<file path="src/rtl/ipv4_cidr_pkg.sv">
// shared types and character constants for the ipv4 cidr text parser
`default_nettype none

package ipv4_cidr_pkg;

  localparam int unsigned CH_W     = 16;
  localparam int unsigned ADDR_W   = 32;
  localparam int unsigned PREFIX_W = 6;
  localparam int unsigned NUM_W    = 9;
  localparam int unsigned SUM_W    = 12;

  localparam logic [CH_W-1:0] CH_NUL   = 16'h0000;
  localparam logic [CH_W-1:0] CH_TAB   = 16'h0009;
  localparam logic [CH_W-1:0] CH_SPACE = 16'h0020;
  localparam logic [CH_W-1:0] CH_DOT   = 16'h002E;
  localparam logic [CH_W-1:0] CH_SLASH = 16'h002F;
  localparam logic [CH_W-1:0] CH_ZERO  = 16'h0030;
  localparam logic [CH_W-1:0] CH_NINE  = 16'h0039;

  localparam logic [SUM_W-1:0]    OCTET_MAX     = 12'd255;
  localparam logic [SUM_W-1:0]    PREFIX_MAX    = 12'd32;
  localparam logic [PREFIX_W-1:0] PREFIX_ABSENT = 6'd32;
  localparam logic [2:0]          OCTETS        = 3'd4;

  typedef enum logic [2:0] {
    PH_SKIP   = 3'd0,
    PH_OCTET  = 3'd1,
    PH_PREFIX = 3'd3,
    PH_TRAIL  = 3'd4,
    PH_ERROR  = 3'd5
  } phase_t;

endpackage

`default_nettype wire

</file>
<file path="src/rtl/ipv4_cidr_text_parser.sv">
// ipv4 dotted text parser with optional /prefix, one 16-bit character per transaction
// a NUL passes through the input register, then sets the result register that drives out_tvalid
// throughput: one character per cycle; input register feeds the parse logic directly
// a NUL stalls in the input register only while the previous result is not yet taken
// reset: synchronous active-low rst_n clears parse state and both valid flags
`default_nettype none

module ipv4_cidr_text_parser (
  input  wire logic                              clk,
  input  wire logic                              rst_n,
  input  wire logic                              in_tvalid,
  output logic                                   in_tready,
  input  wire logic [ipv4_cidr_pkg::CH_W-1:0]    in_tdata,   // ch[15:0]
  output logic                                   out_tvalid,
  input  wire logic                              out_tready,
  output logic [39:0]                            out_tdata,  // address[31:0], prefix_len[37:32]
  output logic                                   out_tuser   // ok[0]
);
  import ipv4_cidr_pkg::*;

  // input register
  logic              in_valid_r;
  logic [CH_W-1:0]   ch_r;

  // parse state
  phase_t              phase_r, phase_nxt;
  logic [ADDR_W-1:0]   addr_r, addr_nxt;
  logic [2:0]          oc_r, oc_nxt;
  logic [NUM_W-1:0]    nv_r, nv_nxt;
  logic                hd_r, hd_nxt;
  logic [PREFIX_W-1:0] prefix_r, prefix_nxt;

  // result register
  logic                out_valid_r;
  logic                out_ok_r;
  logic [ADDR_W-1:0]   out_addr_r;
  logic [PREFIX_W-1:0] out_prefix_r;

  logic              ch_zero, ch_digit, ch_blank;
  logic [3:0]        digit;
  logic [SUM_W-1:0]  acc10;
  logic              done;
  logic              proc;

  assign ch_zero  = (ch_r == CH_NUL);
  assign ch_digit = (ch_r >= CH_ZERO) && (ch_r <= CH_NINE);
  assign ch_blank = (ch_r == CH_SPACE) || (ch_r == CH_TAB);
  assign digit    = ch_r[3:0];
  assign acc10    = {nv_r, 3'b000} + {2'b00, nv_r, 1'b0} + {8'd0, digit};

  // a NUL needs a free result slot, any other character always moves on
  assign proc      = in_valid_r && (!ch_zero || !out_valid_r || out_tready);
  assign in_tready = !in_valid_r || proc;

  always_comb begin
    phase_nxt  = phase_r;
    addr_nxt   = addr_r;
    oc_nxt     = oc_r;
    nv_nxt     = nv_r;
    hd_nxt     = hd_r;
    prefix_nxt = prefix_r;
    done       = 1'b0;

    case (phase_r)
      PH_SKIP: begin
        if (ch_digit) begin
          phase_nxt = PH_OCTET;
          nv_nxt    = {5'd0, digit};
          hd_nxt    = 1'b1;
        end else if (ch_zero) begin
          phase_nxt = PH_ERROR;
        end
      end
      PH_OCTET: begin
        if (ch_digit) begin
          hd_nxt = 1'b1;
          if (acc10 > OCTET_MAX) phase_nxt = PH_ERROR;
          else                   nv_nxt    = acc10[NUM_W-1:0];
        end else if (!hd_r || oc_r >= OCTETS) begin
          phase_nxt = PH_ERROR;
        end else begin
          case (oc_r[1:0])
            2'd0:    addr_nxt[31:24] = nv_r[7:0];
            2'd1:    addr_nxt[23:16] = nv_r[7:0];
            2'd2:    addr_nxt[15:8]  = nv_r[7:0];
            default: addr_nxt[7:0]   = nv_r[7:0];
          endcase
          oc_nxt = oc_r + 3'd1;
          nv_nxt = '0;
          hd_nxt = 1'b0;
          if (oc_nxt == OCTETS) begin
            if (ch_r == CH_SLASH) begin
              phase_nxt = PH_PREFIX;
            end else begin
              // no prefix: same character is checked as trailing text
              prefix_nxt = PREFIX_ABSENT;
              phase_nxt  = PH_TRAIL;
              if (ch_zero)        done      = 1'b1;
              else if (!ch_blank) phase_nxt = PH_ERROR;
            end
          end else if (ch_r != CH_DOT) begin
            phase_nxt = PH_ERROR;
          end
        end
      end
      PH_PREFIX: begin
        if (ch_digit) begin
          hd_nxt = 1'b1;
          if (acc10 > PREFIX_MAX) phase_nxt = PH_ERROR;
          else                    nv_nxt    = acc10[NUM_W-1:0];
        end else if (hd_r) begin
          prefix_nxt = nv_r[PREFIX_W-1:0];
          phase_nxt  = PH_TRAIL;
          if (ch_zero)        done      = 1'b1;
          else if (!ch_blank) phase_nxt = PH_ERROR;
        end else begin
          phase_nxt = PH_ERROR;
        end
      end
      PH_TRAIL: begin
        if (ch_zero)        done      = 1'b1;
        else if (!ch_blank) phase_nxt = PH_ERROR;
      end
      default: begin
        phase_nxt = PH_ERROR;
      end
    endcase
  end

  always_ff @(posedge clk) begin
    if (!rst_n) begin
      in_valid_r <= 1'b0;
    end else if (in_tready) begin
      in_valid_r <= in_tvalid;
    end
  end

  always_ff @(posedge clk) begin
    if (in_tready && in_tvalid) begin
      ch_r <= in_tdata;
    end
  end

  always_ff @(posedge clk) begin
    if (!rst_n) begin
      phase_r  <= PH_SKIP;
      addr_r   <= '0;
      oc_r     <= '0;
      nv_r     <= '0;
      hd_r     <= 1'b0;
      prefix_r <= '0;
    end else if (proc) begin
      if (ch_zero) begin
        // every string ends with a full restart
        phase_r  <= PH_SKIP;
        addr_r   <= '0;
        oc_r     <= '0;
        nv_r     <= '0;
        hd_r     <= 1'b0;
        prefix_r <= '0;
      end else begin
        phase_r  <= phase_nxt;
        addr_r   <= addr_nxt;
        oc_r     <= oc_nxt;
        nv_r     <= nv_nxt;
        hd_r     <= hd_nxt;
        prefix_r <= prefix_nxt;
      end
    end
  end

  always_ff @(posedge clk) begin
    if (!rst_n) begin
      out_valid_r <= 1'b0;
    end else if (proc && ch_zero) begin
      out_valid_r <= 1'b1;
    end else if (out_tready) begin
      out_valid_r <= 1'b0;
    end
  end

  always_ff @(posedge clk) begin
    if (proc && ch_zero) begin
      out_ok_r     <= done;
      out_addr_r   <= done ? addr_nxt : '0;
      out_prefix_r <= done ? prefix_nxt : '0;
    end
  end

  assign out_tvalid = out_valid_r;
  assign out_tuser  = out_ok_r;
  assign out_tdata  = {2'b00, out_prefix_r, out_addr_r};

endmodule

`default_nettype wire

</file>
<file path="config.mk">
export PLATFORM = sky130hd
export DESIGN_NAME = ipv4_cidr_text_parser
export DESIGN_NICKNAME = d
export VERILOG_FILES = /design/src/rtl/ipv4_cidr_pkg.sv /design/src/rtl/ipv4_cidr_text_parser.sv
export SDC_FILE = /design/constraint.sdc
export NUM_CORES = 1
export LEC_CHECK = 0
export ABC_AREA = 1
export BUFFER_PORTS_ARGS = -buffer_cell sky130_fd_sc_hd__buf_2
export CORE_MARGIN = 2
export CORE_UTILIZATION = 64
export CTS_BUF_LIST = sky130_fd_sc_hd__clkbuf_16
export CTS_CLUSTER_DIAMETER = 60
export DETAILED_ROUTE_END_ITERATION = 16
export MAX_ROUTING_LAYER = met4
export PLACE_DENSITY = 0.92
export SLEW_MARGIN = 10
export SYNTH_ARGS = -nofsm -noshare
export SYNTH_HDL_FRONTEND = slang
export SYNTH_SLANG_ARGS = --single-unit
</file>
<file path="constraint.sdc">
create_clock -name clk -period 6.1 [get_ports clk]
set_input_delay 0.305 -clock clk [delete_from_list [all_inputs] [get_ports clk]]
set_output_delay 0.305 -clock clk [all_outputs]
set_load 0.01 [all_outputs]
</file>
==> key figures <==
Pwr
  – Cell Int Power: ~1.1 mW
  – Sequential share of power: a little over half
  – Peak supply drop: about 130 uV
  – Static leakage power: 2.97 nW
  – Switching share of power: between 20 and 25%
  – Clock network fraction of total power: 42.6%
  – Proportion of power drawn by combinational gates: ~3.2%
  – Pwr Density: 219 mW/mm^2
  – P_sw: around 310 uW

Die
  – Floorplan die area: around 0.010 sq mm
  – Row Count: 35
  – Die height: ~100 um
  – Area of the placeable core: between 0.009 and 0.01 sq mm
  – Top-Level Pins: between 60 and 70
  – Die W: a little over 100 um
  – Initial standard-cell utilization of the core: between 60% and 70%

Clocking
  – Register clock-pin slew on the reported worst setup and hold paths: 70 ps
  – Clk sinks: roughly 110
  – Post-cts gate resize count: 0
  – Number of buffers added by the clock tree synthesis step: 9
  – Post-CTS setup buffer count: 0
  – Clock root buffer: clkbuf_16
  – Hold-fix buffers at CTS: 0
  – Later-pin clock latency in the skew report: 350 ps
  – Buffer depth of the longest clock path: 2
  – CTS H-tree depth: 3
  – CTS tree: built

Worst setup path
  – Worst endpoint data arrival time: approximately 3200 ps
  – Worst Setup Path Type: reg -> reg
  – Number of cells traversed by the worst register-to-register path: 17
  – CP cell instances: inv_1 > fa_1 > inv_1 > ha_1 > nand2_1 > nand2_1 > nand3_1 > nand2_1 > nand2_1 > nand2_1 > nor2_2 > nand3_1 > a21oi_4 > nand2_4 > nand2_1 > nand2_1 > nor2_1
  – End of the critical path: nv_r[5]
  – Worst reg2reg setup slack: around 3100 ps
  – Destination of the worst register-to-register timing path: nv_r[5]
  – Cell with the largest stage delay on the worst path: fa_1
  – Cell mode on critical path: nand2_1
  – Critical Path End Type: flop
  – WP data required: 6380 ps
  – Critical-path maximum fanout: 10
  – Beginning of the worst register-to-register path: nv_r[2]
  – Critical Path Source: nv_r[2]
  – Largest stage delay on the critical path: 570 ps
  – Startpoint kind of the worst setup timing path: flop

Placed design
  – Final weighted congestion in routability-driven placement: approximately 0.94
  – Number of buffers added on ports: 60
  – Cell total after placement: 906
  – HPWL after DPL: ~9.4 mm

Timing
  – Highest attainable clock frequency: about 0.34 GHz
  – Number of max-slew violations in the final report: 0
  – TNS Setup: 0 ps
  – Setup repair after global routing missed its margin: no
  – Finish-stage setup viols: 0
  – Final critical-path share of the clock period: slightly below 50%
  – Count of final hold-check violations: 0
  – Period minus WS final: 2960 ps
  – Relative slew slack: between 20% and 30%
  – Maximum clock skew at final layout: ~13 ps
  – Transition time of the tightest slew-check pin: 1120 ps

Global route
  – Grt total ovfl: 0
  – GRT Overall Usage: between 20 and 30%
  – Wire length of the first global-routing pass: 23.1 mm
  – Number of global-route vias before repair: approximately 5k
  – Initial antenna violation count: 0
  – Largest net degree at the start of global routing: just under 50

Final layout
  – Filler-free cell count of the finished design: about 900
  – Antenna diode count: 0
  – Filler cell count in the final layout: approximately 670
  – Signed area change from the synthesized netlist to the final layout: 10.3%
  – Nets: 850
  – Fraction of layout instances using a drive strength above 1: between 10% and 20%

Drt
  – Drt first pass iters: 5
  – Post-route DRC violation count: 0
  – Routed vias: between 5k and 6k
  – Detailed-route wire length per cell: 15.1 um
  – Initial drt markers: around 420
  – Number of nets with antenna violations after routing: 0
  – Ratio of routed vias to standard cells: around 5.6
  – Detailed Route WL: around 14 mm

Yosys
  – Number of cells produced by synthesis: between 700 and 800
  – Post-Synthesis Mean Instance Area: ~8 sq um
  – Flop and latch count out of synthesis: roughly 110
  – YS warnings: 0
  – Portion of synthesized cell area occupied by the leading cell type: between 20% and 30%
  – Largest cells by area after synthesis: edfxtp_1 27%, dfxtp_1 18%, nand2_1 8.9%, inv_1 8.1%, nor2_1 5.7%
  – Seq/Total Area, Yosys: around 46%
  – Number of flops mapped to enable cells by yosys: 55
  – Ys async rst share: 0%
  – Most frequently used flop master after synthesis: dfxtp_1
  – Yosys cell types: 37
  – Combined area of all synthesized cells: roughly 0.0061 sq mm
  – Library cell with the largest summed area after synthesis: edfxtp_1

Run
  – Max-cap violation count: 0

Worst hold path
  – Worst hold-check path type: in -> reg

Run status
  – Result of the run: finished clean
worst min path at each step:
| stage | start | end | slack [ps] | depth (start not counted) |
|---|---|---|---|---|
| floorplan | in_tdata[0] | ch_r[0] | 400 | 0 |
| global placement | prefix_r[4] | prefix_r[4] | 450 | 2 |
| detailed placement | prefix_r[5] | prefix_r[5] | 460 | 2 |
| finish | in_tdata[15] | ch_r[15] | 130 | 1 |
| CTS | in_tdata[15] | ch_r[15] | 120 | 1 |
| global route | in_tdata[6] | ch_r[6] | 120 | 1 |
registers in the layout (all words and copies together) (netlist names):
register      flops
nv_r              9
out_tvalid        1
phase_r           3
prefix_r          6
out_tuser         1
out_prefix_r      6
ch_r             16
oc_r              3
out_addr_r       32
addr_r           32
hd_r              1
in_valid_r        1
metrics by stage:
stage | instance area, sq um | setup slack [ps] | util [%] | total power, mW | hold WS, ps
floorplan | 6070 | 3520 | - | 0.842 | 404
global placement | 6360 | 3290 | 69.2 | 0.854 | 454
detailed placement | 6360 | 3210 | 69.2 | 0.856 | 458
CTS | 6690 | 3160 | 72.7 | 1.46 | 122
global route | 6690 | 2850 | 72.7 | 1.49 | 125
finish | 6690 | 3140 | 72.7 | 1.46 | 127
Yosys cell counts, types with 6 or more instances:
master and n:
buf_6 6, nand3_1 32, nor2_1 92, dfxtp_1 56
ha_1 22, o21ai_1 20, o22ai_1 34, nor3_1 6
a21oi_1 28, o21ai_0 27, buf_2 8, inv_1 131
inv_2 15, clkbuf_1 8, nand2_1 143, edfxtp_1 55
nor2_2 28
per-layer routing:
metal / GRT usage [%] / wire length, um / up-vias
met5: - / 0 / -
met4: 13.8 / 532 / 0
met3: 5.04 / 929 / 49
met2: 46.8 / 6710 / 235
met1: 36.3 / 5730 / 2349
li1: - / - / 2521
critical path, delay by kind of cell, from the launching register on:
family,cells,cell delay (ps)
compound gates,1,270
fa+ha+maj,2,890
buf+inv,2,200
flops,1,460
simple gates,12,1070
cells by family after synthesis:
group | synth area share (%)
AOI/OAI and AO/OA | 11.0
xor gates and xnor gates | 0.144
adders and majority gates | 5.20
buffers and inverters | 11.7
DFF | 45.7
other | 0.0618
and+or+nand+nor | 26.2
layout make-up:
| type | instances | area [sq um] | share of cell area (%) |
|---|---|---|---|
| clock inverter | 6 | 77.6 | 1.16 |
| sequential | 111 | 2770 | 41.4 |
| tap | 111 | 139 | 2.08 |
| multi-input combinational | 476 | 2590 | 38.7 |
| inverter | 146 | 548 | 8.19 |
| timing repair buffer | 62 | 315 | 4.71 |
| clock buffer | 10 | 250 | 3.74 |
cell usage in the layout (no fill, tap or decap), types with 2 or more instances in the layout:
cell type / n
nand3_1: 32
clkbuf_16: 10
nand3_2: 3
dfxtp_1: 56
nor2_1: 92
nor2_2: 28
ha_1: 22
clkinv_4: 2
nand4_1: 3
nor3_1: 6
fa_1: 2
conb_1: 2
inv_2: 15
o22ai_1: 34
edfxtp_1: 55
nand3_4: 5
nand3b_1: 5
inv_1: 130
nand2_2: 5
buf_2: 60
buf_4: 2
nand2_1: 143
a21oi_1: 28
o21ai_0: 27
o21ai_1: 20
a211oi_1: 3
nand2_4: 2
nor2_4: 5
power by group through the flow:
| stage | clock network [mW] | logic (mW) | registers (mW) |
|---|---|---|---|
| 2_1_floorplan | 0 | 0.0347 | 0.808 |
| 3_3_place_gp | 0 | 0.0455 | 0.809 |
| 3_5_place_dp | 0 | 0.0464 | 0.809 |
| 4_1_cts | 0.622 | 0.0468 | 0.792 |
| 5_1_grt | 0.649 | 0.0525 | 0.793 |
| 6_report | 0.624 | 0.0475 | 0.792 |
No activity file was read; power rests on OpenSTA's default activity.
